<file path="src/hw/rtl/sce_pkg.sv">
// Shared types, constants, microcode and helpers for the stereo clarity enhancer.
`default_nettype none
package sce_pkg;

	localparam int SAMPLE_W  = 16;
	localparam int COEF_W    = 16;
	localparam int GAIN_W    = 11;
	localparam int REG_IDX_W = 3;
	localparam int CFG_W     = 16;
	localparam int MUL_W     = SAMPLE_W + 1;
	localparam int PROD_W    = 2 * MUL_W;
	localparam int ACC_W     = PROD_W + 3;
	localparam int STEP_W    = 4;
	localparam int GAIN_FRAC = 8;

	localparam logic signed [COEF_W-1:0] B0_RST = 16'sd2900;
	localparam logic signed [COEF_W-1:0] B1_RST = 16'sd5800;
	localparam logic signed [COEF_W-1:0] B2_RST = 16'sd2900;
	localparam logic signed [COEF_W-1:0] A1_RST = -16'sd8354;
	localparam logic signed [COEF_W-1:0] A2_RST = 16'sd3569;
	localparam logic [GAIN_W-1:0]        GAIN_RST = 11'd512;

	typedef enum logic [REG_IDX_W-1:0] {
		REG_B0   = 3'd0,
		REG_B1   = 3'd1,
		REG_B2   = 3'd2,
		REG_A1   = 3'd3,
		REG_A2   = 3'd4,
		REG_GAIN = 3'd5
	} reg_idx_t;

	typedef enum logic [2:0] {
		A_X, A_XH0, A_XH1, A_YH0, A_YH1, A_DIFF
	} a_sel_t;

	typedef enum logic [2:0] {
		B_B0, B_B1, B_B2, B_A1, B_A2, B_GAIN
	} b_sel_t;

	typedef enum logic [1:0] {
		ACC_HOLD, ACC_LOAD, ACC_ADD, ACC_SUB
	} acc_op_t;

	// STAGE_END loops to jmp_tgt while stages remain; CHAN_END loops for the right channel
	typedef enum logic [1:0] {
		ACT_NONE, ACT_STAGE_END, ACT_DIFF, ACT_CHAN_END
	} act_t;

	typedef struct packed {
		a_sel_t              a_sel;
		b_sel_t              b_sel;
		acc_op_t             acc_op;
		act_t                act;
		logic [STEP_W-1:0]   jmp_tgt;
	} uword_t;

	localparam logic [STEP_W-1:0] UA_BIQUAD = 4'd0;

	// acc_op applies to the product issued by the previous step
	function automatic uword_t ucode(input logic [STEP_W-1:0] step);
		uword_t w;
		w = '{a_sel: A_X, b_sel: B_B0, acc_op: ACC_HOLD, act: ACT_NONE, jmp_tgt: UA_BIQUAD};
		case (step)
			4'd0: begin w.a_sel = A_X;    w.b_sel = B_B0; end
			4'd1: begin w.a_sel = A_XH0;  w.b_sel = B_B1; w.acc_op = ACC_LOAD; end
			4'd2: begin w.a_sel = A_XH1;  w.b_sel = B_B2; w.acc_op = ACC_ADD; end
			4'd3: begin w.a_sel = A_YH0;  w.b_sel = B_A1; w.acc_op = ACC_ADD; end
			4'd4: begin w.a_sel = A_YH1;  w.b_sel = B_A2; w.acc_op = ACC_SUB; end
			4'd5: begin w.acc_op = ACC_SUB; end
			4'd6: begin w.act = ACT_STAGE_END; end
			4'd7: begin w.a_sel = A_DIFF; w.b_sel = B_GAIN; w.act = ACT_DIFF; end
			4'd8: begin w.acc_op = ACC_LOAD; end
			4'd9: begin w.act = ACT_CHAN_END; end
			default: begin w.act = ACT_NONE; end
		endcase
		return w;
	endfunction

	function automatic logic signed [SAMPLE_W-1:0] sat_s(input logic signed [ACC_W-1:0] v);
		logic signed [ACC_W-1:0] hi;
		logic signed [ACC_W-1:0] lo;
		hi = $signed({{(ACC_W-SAMPLE_W+1){1'b0}}, {(SAMPLE_W-1){1'b1}}});
		lo = -hi - $signed(ACC_W'(1));
		if (v > hi)
			return hi[SAMPLE_W-1:0];
		else if (v < lo)
			return lo[SAMPLE_W-1:0];
		else
			return v[SAMPLE_W-1:0];
	endfunction

endpackage
`default_nettype wire

</file>
<file path="src/hw/rtl/sce_ifs.sv">
// Valid/ready channel interfaces for sample, result and register-write items.
`default_nettype none
interface sce_in_if;
	logic                                 valid;
	logic                                 ready;
	logic signed [sce_pkg::SAMPLE_W-1:0]  left_sample;
	logic signed [sce_pkg::SAMPLE_W-1:0]  right_sample;
	modport source (output valid, left_sample, right_sample, input ready);
	modport sink   (input valid, left_sample, right_sample, output ready);
endinterface

interface sce_out_if;
	logic                                 valid;
	logic                                 ready;
	logic signed [sce_pkg::SAMPLE_W-1:0]  left_out;
	logic signed [sce_pkg::SAMPLE_W-1:0]  right_out;
	modport source (output valid, left_out, right_out, input ready);
	modport sink   (input valid, left_out, right_out, output ready);
endinterface

interface sce_cfg_if;
	logic                                 valid;
	logic                                 ready;
	logic [sce_pkg::REG_IDX_W-1:0]        idx;
	logic [sce_pkg::CFG_W-1:0]            wdata;
	modport source (output valid, idx, wdata, input ready);
	modport sink   (input valid, idx, wdata, output ready);
endinterface
`default_nettype wire

</file>
<file path="src/hw/rtl/stereo_clarity_enhancer_top.sv">
// Stereo clarity enhancer: microcoded biquad low-pass and difference gain, one shared MAC.
// With zero gain the input pair is passed straight through, unfiltered. A new item is taken
// the cycle after a result is loaded, so one item is in work at a time, paced by the single
// 17x17 MAC sequence, which holds at its last step while the previous result is still unread.
// Reset (arst_n low) restores default coefficients and gain and zeroes all filter history;
// a gain write also zeroes the history. Register writes are always accepted.
`default_nettype none
module stereo_clarity_enhancer_top #(
	parameter int COEF_FRAC_BITS = 14,
	parameter int CASCADE_STAGES = 1
) (
	input  wire logic   clk,
	input  wire logic   arst_n,
	sce_in_if.sink      samples,
	sce_out_if.source   results,
	sce_cfg_if.sink     cfg
);

	localparam int SW    = sce_pkg::SAMPLE_W;
	localparam int AW    = sce_pkg::ACC_W;
	localparam int STG_W = (CASCADE_STAGES > 1) ? $clog2(CASCADE_STAGES) : 1;
	localparam logic [STG_W-1:0] STG_LAST = STG_W'(CASCADE_STAGES - 1);

	logic signed [sce_pkg::COEF_W-1:0] b0_q, b1_q, b2_q, a1_q, a2_q;
	logic [sce_pkg::GAIN_W-1:0]        gain_q;

	logic signed [SW-1:0] xh_q [2][CASCADE_STAGES][2];
	logic signed [SW-1:0] yh_q [2][CASCADE_STAGES][2];
	logic signed [SW-1:0] prev_q [2];
	logic signed [SW-1:0] in_q [2];
	logic signed [SW-1:0] x_q;
	logic signed [SW-1:0] res0_q;
	logic signed [SW-1:0] lout_q, rout_q;

	logic                         busy_q, out_valid_q, ch_q;
	logic [STG_W-1:0]             stg_q;
	logic [sce_pkg::STEP_W-1:0]   step_q;
	logic signed [sce_pkg::PROD_W-1:0] prod_s1;
	logic signed [AW-1:0]         acc_q;

	sce_pkg::uword_t              uw;
	logic                         accept, gain_wr, bypass, fin, adv, stg_more;
	logic signed [sce_pkg::MUL_W-1:0] mul_a, mul_b;
	logic signed [AW-1:0]         bq_rnd, bq_sh, enh_rnd, enh_q, enh_sum;
	logic signed [SW-1:0]         bq_y, enh_y;

	assign uw       = sce_pkg::ucode(step_q);
	assign accept   = samples.valid && samples.ready;
	assign gain_wr  = cfg.valid && cfg.ready &&
		(sce_pkg::reg_idx_t'(cfg.idx) == sce_pkg::REG_GAIN);
	assign bypass   = (gain_q == '0);
	assign fin      = busy_q && (bypass || (uw.act == sce_pkg::ACT_CHAN_END && ch_q));
	assign adv      = busy_q && !(fin && out_valid_q && !results.ready);
	assign stg_more = (stg_q != STG_LAST);

	assign samples.ready     = !busy_q;
	assign cfg.ready         = 1'b1;
	assign results.valid     = out_valid_q;
	assign results.left_out  = lout_q;
	assign results.right_out = rout_q;

	always_comb begin
		case (uw.a_sel)
			sce_pkg::A_X:    mul_a = (sce_pkg::MUL_W)'(x_q);
			sce_pkg::A_XH0:  mul_a = (sce_pkg::MUL_W)'(xh_q[ch_q][stg_q][0]);
			sce_pkg::A_XH1:  mul_a = (sce_pkg::MUL_W)'(xh_q[ch_q][stg_q][1]);
			sce_pkg::A_YH0:  mul_a = (sce_pkg::MUL_W)'(yh_q[ch_q][stg_q][0]);
			sce_pkg::A_YH1:  mul_a = (sce_pkg::MUL_W)'(yh_q[ch_q][stg_q][1]);
			sce_pkg::A_DIFF: mul_a = (sce_pkg::MUL_W)'(prev_q[ch_q]) - (sce_pkg::MUL_W)'(x_q);
			default:         mul_a = '0;
		endcase
		case (uw.b_sel)
			sce_pkg::B_B0:   mul_b = (sce_pkg::MUL_W)'(b0_q);
			sce_pkg::B_B1:   mul_b = (sce_pkg::MUL_W)'(b1_q);
			sce_pkg::B_B2:   mul_b = (sce_pkg::MUL_W)'(b2_q);
			sce_pkg::B_A1:   mul_b = (sce_pkg::MUL_W)'(a1_q);
			sce_pkg::B_A2:   mul_b = (sce_pkg::MUL_W)'(a2_q);
			sce_pkg::B_GAIN: mul_b = $signed({{(sce_pkg::MUL_W-sce_pkg::GAIN_W){1'b0}}, gain_q});
			default:         mul_b = '0;
		endcase
	end

	// round half up, floor shift, saturate
	assign bq_rnd  = acc_q + $signed(AW'(1) << (COEF_FRAC_BITS - 1));
	assign bq_sh   = bq_rnd >>> COEF_FRAC_BITS;
	assign bq_y    = sce_pkg::sat_s(bq_sh);
	assign enh_rnd = acc_q + $signed(AW'(1) << (sce_pkg::GAIN_FRAC - 1));
	assign enh_q   = enh_rnd >>> sce_pkg::GAIN_FRAC;
	assign enh_sum = AW'(in_q[ch_q]) + enh_q;
	assign enh_y   = sce_pkg::sat_s(enh_sum);

	always_ff @(posedge clk or negedge arst_n) begin
		if (!arst_n) begin
			b0_q   <= sce_pkg::B0_RST;
			b1_q   <= sce_pkg::B1_RST;
			b2_q   <= sce_pkg::B2_RST;
			a1_q   <= sce_pkg::A1_RST;
			a2_q   <= sce_pkg::A2_RST;
			gain_q <= sce_pkg::GAIN_RST;
		end else if (cfg.valid && cfg.ready) begin
			case (sce_pkg::reg_idx_t'(cfg.idx))
				sce_pkg::REG_B0:   b0_q   <= $signed(cfg.wdata[sce_pkg::COEF_W-1:0]);
				sce_pkg::REG_B1:   b1_q   <= $signed(cfg.wdata[sce_pkg::COEF_W-1:0]);
				sce_pkg::REG_B2:   b2_q   <= $signed(cfg.wdata[sce_pkg::COEF_W-1:0]);
				sce_pkg::REG_A1:   a1_q   <= $signed(cfg.wdata[sce_pkg::COEF_W-1:0]);
				sce_pkg::REG_A2:   a2_q   <= $signed(cfg.wdata[sce_pkg::COEF_W-1:0]);
				sce_pkg::REG_GAIN: gain_q <= cfg.wdata[sce_pkg::GAIN_W-1:0];
				default: begin
				end
			endcase
		end
	end

	// filter history
	always_ff @(posedge clk or negedge arst_n) begin
		if (!arst_n) begin
			for (int c = 0; c < 2; c++) begin
				prev_q[c] <= '0;
				for (int s = 0; s < CASCADE_STAGES; s++) begin
					for (int t = 0; t < 2; t++) begin
						xh_q[c][s][t] <= '0;
						yh_q[c][s][t] <= '0;
					end
				end
			end
		end else if (gain_wr) begin
			for (int c = 0; c < 2; c++) begin
				prev_q[c] <= '0;
				for (int s = 0; s < CASCADE_STAGES; s++) begin
					for (int t = 0; t < 2; t++) begin
						xh_q[c][s][t] <= '0;
						yh_q[c][s][t] <= '0;
					end
				end
			end
		end else if (adv && !bypass) begin
			if (uw.act == sce_pkg::ACT_STAGE_END) begin
				xh_q[ch_q][stg_q][1] <= xh_q[ch_q][stg_q][0];
				xh_q[ch_q][stg_q][0] <= x_q;
				yh_q[ch_q][stg_q][1] <= yh_q[ch_q][stg_q][0];
				yh_q[ch_q][stg_q][0] <= bq_y;
			end
			if (uw.act == sce_pkg::ACT_DIFF)
				prev_q[ch_q] <= x_q;
		end
	end

	// sequencer
	always_ff @(posedge clk or negedge arst_n) begin
		if (!arst_n) begin
			busy_q      <= 1'b0;
			out_valid_q <= 1'b0;
			ch_q        <= 1'b0;
			stg_q       <= '0;
			step_q      <= sce_pkg::UA_BIQUAD;
		end else begin
			if (adv && fin)
				out_valid_q <= 1'b1;
			else if (results.valid && results.ready)
				out_valid_q <= 1'b0;
			if (accept) begin
				busy_q <= 1'b1;
				ch_q   <= 1'b0;
				stg_q  <= '0;
				step_q <= sce_pkg::UA_BIQUAD;
			end else if (adv) begin
				if (fin) begin
					busy_q <= 1'b0;
				end else begin
					case (uw.act)
						sce_pkg::ACT_STAGE_END: begin
							if (stg_more) begin
								stg_q  <= stg_q + 1'b1;
								step_q <= uw.jmp_tgt;
							end else begin
								stg_q  <= '0;
								step_q <= step_q + 1'b1;
							end
						end
						sce_pkg::ACT_CHAN_END: begin
							ch_q   <= 1'b1;
							stg_q  <= '0;
							step_q <= uw.jmp_tgt;
						end
						default: step_q <= step_q + 1'b1;
					endcase
				end
			end
		end
	end

	// datapath payload
	always_ff @(posedge clk) begin
		if (accept) begin
			in_q[0] <= samples.left_sample;
			in_q[1] <= samples.right_sample;
			x_q     <= samples.left_sample;
		end else if (adv) begin
			prod_s1 <= mul_a * mul_b;
			case (uw.acc_op)
				sce_pkg::ACC_LOAD: acc_q <= AW'(prod_s1);
				sce_pkg::ACC_ADD:  acc_q <= acc_q + AW'(prod_s1);
				sce_pkg::ACC_SUB:  acc_q <= acc_q - AW'(prod_s1);
				default:           acc_q <= acc_q;
			endcase
			if (uw.act == sce_pkg::ACT_STAGE_END)
				x_q <= bq_y;
			if (uw.act == sce_pkg::ACT_CHAN_END && !ch_q) begin
				res0_q <= enh_y;
				x_q    <= in_q[1];
			end
			if (fin) begin
				lout_q <= bypass ? in_q[0] : res0_q;
				rout_q <= bypass ? in_q[1] : enh_y;
			end
		end
	end

endmodule
`default_nettype wire

</file>
<file path="src/flat_wrapper.sv">
// flat-port wrapper written by rule: the top's interface ports become plain ports
module stereo_clarity_enhancer_top_flat 
#(
	parameter int COEF_FRAC_BITS = 14,
	parameter int CASCADE_STAGES = 1
)
  (clk, arst_n, samples_valid, samples_left_sample, samples_right_sample, samples_ready, results_valid, results_left_out, results_right_out, results_ready, cfg_valid, cfg_idx, cfg_wdata, cfg_ready);
  sce_in_if samples_i ();
  sce_out_if results_i ();
  sce_cfg_if cfg_i ();
  input  wire logic clk;
  input  wire logic arst_n;
  input wire logic [$bits(samples_i.valid)-1:0] samples_valid;
  input wire logic [$bits(samples_i.left_sample)-1:0] samples_left_sample;
  input wire logic [$bits(samples_i.right_sample)-1:0] samples_right_sample;
  output wire logic [$bits(samples_i.ready)-1:0] samples_ready;
  output wire logic [$bits(results_i.valid)-1:0] results_valid;
  output wire logic [$bits(results_i.left_out)-1:0] results_left_out;
  output wire logic [$bits(results_i.right_out)-1:0] results_right_out;
  input wire logic [$bits(results_i.ready)-1:0] results_ready;
  input wire logic [$bits(cfg_i.valid)-1:0] cfg_valid;
  input wire logic [$bits(cfg_i.idx)-1:0] cfg_idx;
  input wire logic [$bits(cfg_i.wdata)-1:0] cfg_wdata;
  output wire logic [$bits(cfg_i.ready)-1:0] cfg_ready;
  assign samples_i.valid = samples_valid;
  assign samples_i.left_sample = samples_left_sample;
  assign samples_i.right_sample = samples_right_sample;
  assign samples_ready = samples_i.ready;
  assign results_valid = results_i.valid;
  assign results_left_out = results_i.left_out;
  assign results_right_out = results_i.right_out;
  assign results_i.ready = results_ready;
  assign cfg_i.valid = cfg_valid;
  assign cfg_i.idx = cfg_idx;
  assign cfg_i.wdata = cfg_wdata;
  assign cfg_ready = cfg_i.ready;
  stereo_clarity_enhancer_top #(.COEF_FRAC_BITS(COEF_FRAC_BITS), .CASCADE_STAGES(CASCADE_STAGES)) u_core (.clk(clk), .arst_n(arst_n), .samples(samples_i), .results(results_i), .cfg(cfg_i));
endmodule
</file>
<file path="config.mk">
export PLATFORM = sky130hd
export DESIGN_NAME = stereo_clarity_enhancer_top_flat
export DESIGN_NICKNAME = d
export VERILOG_FILES = /design/src/hw/rtl/sce_pkg.sv /design/src/hw/rtl/sce_ifs.sv /design/src/hw/rtl/stereo_clarity_enhancer_top.sv /design/src/flat_wrapper.sv
export SDC_FILE = /design/constraint.sdc
export NUM_CORES = 2
export LEC_CHECK = 0
export BUFFER_PORTS_ARGS = -buffer_cell sky130_fd_sc_hd__clkbuf_2
export CAP_MARGIN = 20
export CORE_AREA = 2 2 242 244
export CTS_BUF_LIST = sky130_fd_sc_hd__clkbuf_4
export DETAILED_ROUTE_END_ITERATION = 8
export DIE_AREA = 0 0 244 246
export PLACE_DENSITY_LB_ADDON = 0.25
export SLEW_MARGIN = 20
export SYNTH_ARGS = -nofsm -noshare
export SYNTH_HDL_FRONTEND = slang
export SYNTH_SLANG_ARGS = --single-unit
</file>
<file path="constraint.sdc">
create_clock -name clk -period 26.8 [get_ports clk]
set_clock_uncertainty 0.2 [all_clocks]
set_input_delay 5.36 -clock clk [delete_from_list [all_inputs] [get_ports clk]]
set_output_delay 5.36 -clock clk [all_outputs]
set_load 0.005 [all_outputs]
</file>
; Yosys cells after proc, flatten, opt, wreduce, memory -nomap -nowiden
; Memory sizes are Yosys's and may differ from the RTL's.
; Cells that the tools add are included.
[op_classes]
n_lt_le_gt_ge = 8
eq_ne = 31
mux = 70
n_reduce_logical = 53
addsub = 8
bitwise_logic = 2
multipliers = 1
[ops]
columns = cell, n
row1 = $mux 32, 14
row2 = $mux 64, 6
row3 = $bwmux 64, 4
row4 = $mux 16, 15
row5 = $pmux 17 s6, 2
row6 = $pmux 37 s3, 1
row7 = $demux 32 s1, 2
row8 = $add 37x15->37 const B, 1
row9 = $add 37x34->37, 1
row10 = $add 37x9->37 const B, 1
row11 = $gt 37x16->1 const B, 1
row12 = $lt 37x16->1 const B, 1
row13 = $sub 37x34->37, 1
row14 = $mul 17x17->34, 1
row15 = $bwmux 32, 1
row16 = $add 16x29->30, 1
row17 = $pmux 6 s5, 1
row18 = $reduce_and 2->1, 12
row19 = $gt 23x16->1 const B, 1
row20 = $lt 23x16->1 const B, 1
row21 = $eq 3x2->1 const B, 6
row22 = $eq 3x3->1 const B, 6
row23 = $sub 16x16->17, 1
row24 = $demux 16 s1, 1
row25 = 30 further kinds, 91
[totals]
out_inout_bits = 35
mem_bits_rw = 32
regBits = 394
mem_count = 1
in_bits = 56
[mem_list]
columns = name, depth, word_bits, rd, rd_ports_with_merged_regs, write_ports, line
row1 = u_core.in_q, 2, 16, 3, 0, 2, stereo_clarity_enhancer_top.sv:30  ; logic signed [SW-1:0] in_q [2];

; Depth between registers and ports, before layout
[logic_depth]
depth_word = 13
mapped_depth = 45
ltp_nobuf = 38

; Worst setup path before layout
; Ideal clock, no wire load.
[synth_path]
kind = register to register
start = reg u_core.ch_q
end = reg u_core.prod_s1[33] (netlist bit), data pin
stages_incl_launch_ff = 41
t_arrival_ps = 10330
required_time_ps = 26340
setup_ps = 260
setup_slack_ps = 16011
cell_sequence = dfrtp_1 -> clkbuf_1 -> buf_1 -> clkbuf_1 -> buf_2 -> buf_1 -> clkbuf_1 -> mux2i_1 -> ha_1 -> inv_1 -> fa_1 -> a21o_1 -> a21o_1 -> a21oi_1 -> o21bai_1 -> xnor2_1 -> nor2_1 -> a2111oi_1 -> [5 not listed] -> fa_1 -> inv_1 -> fa_1 -> inv_1 -> fa_1 -> inv_1 -> ha_1 -> a21oi_1 -> nand3_1 -> a21oi_1 -> o31ai_1 -> a211oi_1 -> o21ai_0 -> a21o_1 -> a41oi_1 -> o21ai_0 -> a21oi_1 -> xnor2_1
[synth_between]
elab_chain_len = 7
elab_cells_between_ends = 15
cone_classes = add/sub: 1 / mul: 1 / mux: 12 / bitwise: 1
[synth_lines]
columns = item, line
row1 = "start, declared", stereo_clarity_enhancer_top.sv:35  ; logic busy_q, out_valid_q, ch_q;
row2 = "start signal, assigned", stereo_clarity_enhancer_top.sv:153  ; ch_q <= 1'b0;
row3 = "start signal, assigned", stereo_clarity_enhancer_top.sv:163  ; ch_q <= 1'b0;
row4 = "start signal, assigned", stereo_clarity_enhancer_top.sv:181  ; ch_q <= 1'b1;
row5 = $not 1->2 (implied by the code) *, --
row6 = $mux 16 (implied by the code) (tied with other cells) (3 in series), stereo_clarity_enhancer_top.sv:69  ; sce_pkg::A_DIFF: mul_a = (sce_pkg::MUL_W)'(prev_q[ch_q]) - (sce_pkg::MUL_W)'(x_q);
row7 = $sub 16x16->17 (tied with other cells), stereo_clarity_enhancer_top.sv:69
row8 = $pmux 17 s6 *, stereo_clarity_enhancer_top.sv:63  ; case (uw.a_sel)
row9 = $mul 17x17->34 *, stereo_clarity_enhancer_top.sv:199  ; prod_s1 <= mul_a * mul_b;
row10 = "end signal, assigned", stereo_clarity_enhancer_top.sv:199
row11 = "end, declared", stereo_clarity_enhancer_top.sv:38  ; logic signed [sce_pkg::PROD_W-1:0] prod_s1;
; Mark *: on every way between the ends. The rest lies on a longest branch, timed or not. The select of a mux whose other input is x is not followed.
; A chain may end at the register's enable or synchronous reset.

; Worst setup path after layout
; Same ends and word-level chain as after synthesis.

==> impl_metrics.json <==
{
  "cp-start-kind": "flop",
  "clk_latency_ns": 0.92,
  "slew_viol_final": 0,
  "antenna_found_initial": 3,
  "hold_class": "reg -> reg",
  "ys_warn_count": 0,
  "synth_nets": 4002,
  "grt_max_degree": 121,
  "synth_seq_area_share_pct": 33.61,
  "yosys-top-cells-count": "inv_1 (420), nand2_1 (379), nor2_1 (321), fa_1 (299), dfrtp_1 (219)",
  "cts_made_buffers": 108,
  "crit_end": "u_core.prod_s1[33]",
  "max_cap_violations": 0,
  "grt_pass1_wl_mm": 151.4,
  "slew-limit-headroom_pct": 23.29,
  "cts_root_buf": "clkbuf_4",
  "synth_seq_cells": 425,
  "cp.required_ns": 27.18,
  "die_w_um": 244,
  "final_net_count": 4112,
  "core_area_um2": 57370,
  "hold_viol": 0,
  "tns_ns": 0,
  "syn_inst": 3473,
  "avgSynthCellArea_um2": 9.868,
  "rsz0062_at_grt": "no",
  "path_buf_inv": 4,
  "clkTransAtPathRegs_ns": 0.08,
  "holdBufCountCts": 0,
  "placed_cell_area_um2": 35700,
  "firstDrtPassIters": 9,
  "port_buffers": 89,
  "ff2ff_setup_slack_ns": 15.91,
  "die-area_um2": 60020,
  "hold_depth": 1,
  "clkSinkCount": 425,
  "wl_per_cell_um": 21.23,
  "viasPerCell": 6.059,
  "postSynth.asyncResetShare_pct": 60.71,
  "reg2reg_from": "u_core.ch_q",
  "cts.path.max_buffers": 3,
  "cp_slowest_stage_delay_ns": 0.80,
  "post_cts_buffers": 0,
  "synth.top_cell.area_share_pct": 17.47,
  "status": "finished clean",
  "yosysMostFrequentCell": "inv_1",
  "holdWs_ns": 0.2706,
  "netlist_area_um2": 34270,
  "grt_pass1_vias": 28040,
  "grt_usage_pct": 32.23,
  "fin_crit_ns": 10.89,
  "r2r_end": "u_core.prod_s1[33]",
  "antenna_left": 0,
  "synth_edf_count": 167,
  "path_max_fanout": 54,
  "finalNonFillerCells": 4444,
  "synth_top_area_cell": "fa_1",
  "ys.flop_type": "dfrtp_1",
  "finalSetupViolations": 0,
  "synth_cell_types": 85,
  "nFillCells": 4554,
  "routed_wl_mm": 94.36,
  "hold_path_startpoint": "u_core.yh_q[27]",
  "dp.final_hpwl_mm": 70.83,
  "finalInstanceArea_um2": 37230,
  "crit_start": "u_core.ch_q",
  "area_growth_pct": 8.641,
  "synth_area_leaders": "fa_1 (17%), dfrtp_1 (16%), edfxtp_1 (15%), ha_1 (6.4%), inv_1 (4.6%)",
  "drt_iter0_markers": 2336,
  "cp.arrival_ns": 11.27,
  "drcViolationCount": 0,
  "path_class": "reg -> reg",
  "ff2ff_path_depth": 34,
  "end_kind": "flop",
  "worst_pin_slew_ns": 1.151,
  "critPathTopFamily": "adder cells",
  "io_pins": 91,
  "max_freq_mhz": 91.81,
  "cp.depth": 34,
  "via_count": 26930,
  "cts_resized": 0,
  "htreeDepth": 3,
  "cp_slowest_cell": "dfrtp_4",
  "die_h_um": 246,
  "gp_congestion": 0.9457,
  "numPlacedInstances": 4236,
  "grt-ovfl-total": 0,
  "drive_gt1_share_pct": 14.80,
  "num_rows": 88,
  "crit_top_cell": "fa_1",
  "cts_tree": "done",
  "initial_utilization_pct": 59.74,
  "min_period_over_period_pct": 40.64
}
[area by class of cell]
| cell class | count | area, um^2 | area share (%) |
|---|---|---|---|
| Sequential cell | 425 | 11520 | 30.95 |
| Timing Repair Buffer | 143 | 888.4 | 2.386 |
| Multi-Input combinational cell | 2484 | 20780 | 55.80 |
| Antenna cell | 3 | 7.507 | 0.02016 |
| Tap cell | 765 | 957.2 | 2.571 |
| Clock inverter | 44 | 306.5 | 0.8233 |
| Inverter | 421 | 1580 | 4.244 |
| Clock buffer | 159 | 1194 | 3.206 |
[sequential cells by signal (all words and copies together) (netlist names), 4 cells and up]
| register | cells |
|---|---|
| u_core.b1_q | 16 |
| u_core.results.right_out | 16 |
| u_core.yh_q | 64 |
| u_core.b2_q | 16 |
| u_core.prev_q | 32 |
| u_core.step_q | 4 |
| u_core.b0_q | 16 |
| u_core.acc_q | 37 |
| u_core.prod_s1 | 34 |
| u_core.results.left_out | 16 |
| u_core.x_q | 16 |
| u_core.gain_q | 11 |
| u_core.res0_q | 16 |
| u_core.a1_q | 16 |
| u_core.a2_q | 16 |
| u_core.in_q | 32 |
| u_core.xh_q | 64 |
[cell usage in the layout, fill, tap and decap left out, types with 22 or more instances in the layout]
cell type	instances
a22oi_1	51
clkinv_1	25
a211oi_1	31
a21oi_1	132
inv_1	419
a21o_1	62
xor2_1	58
and3_1	23
nand3_1	43
clkbuf_4	159
clkbuf_2	88
fa_1	299
a22o_1	101
nand2b_1	48
dfstp_2	39
nor2_1	319
nor3_1	22
dfrtp_1	218
buf_4	51
ha_1	174
edfxtp_1	167
o21a_1	26
o21ai_1	27
mux2_2	130
o21ai_0	149
nand2_1	379
mux2i_1	26
xnor2_1	122
[stage by stage]
stage | setup slack, ns | utilization [%]
2_1_floorplan | 16.01 | -
3_3_place_gp | 16.09 | 62.18
3_5_place_dp | 15.92 | 62.23
4_1_cts | 15.76 | 64.84
5_1_grt | 15.24 | 64.91
6_report | 15.91 | 64.91
[per-layer routing]
layer	wire length, um	track usage, %	vias up	share of wire [%]
met3	7559	6.078	235	8.0
met2	44490	52.75	1180	47
met4	4218	14.71	0	4.5
met1	38090	41.82	13420	40
li1	-	-	12090	-
met5	0	0	-	0
[cells by family (layout without fill, tap and decap cells)]
family          Yosys count  after routing  synth area share, %
simple gates            942            942                12.05
compound gates          732            732                14.61
buf+inv                 564            767                6.268
fa+ha+maj               473            473                23.82
flops                   425            425                33.61
xor+xnor                180            180                4.600
mux                     156            156                5.031
other cells               1              4              0.01094
[worst min-delay path by stage]
stage / to / slack [ns]
global route: u_core.yh_q[11] / 0.30
detailed placement: u_core.gain_q[9] / 0.28
CTS: u_core.yh_q[11] / 0.27
global placement: u_core.gain_q[9] / 0.27
finish: u_core.yh_q[11] / 0.27
floorplan: u_core.gain_q[9] / 0.25
Power is left out: the tool's default activity adds up to more than one toggle a clock period on the data nets, which glitch-free logic cannot reach.
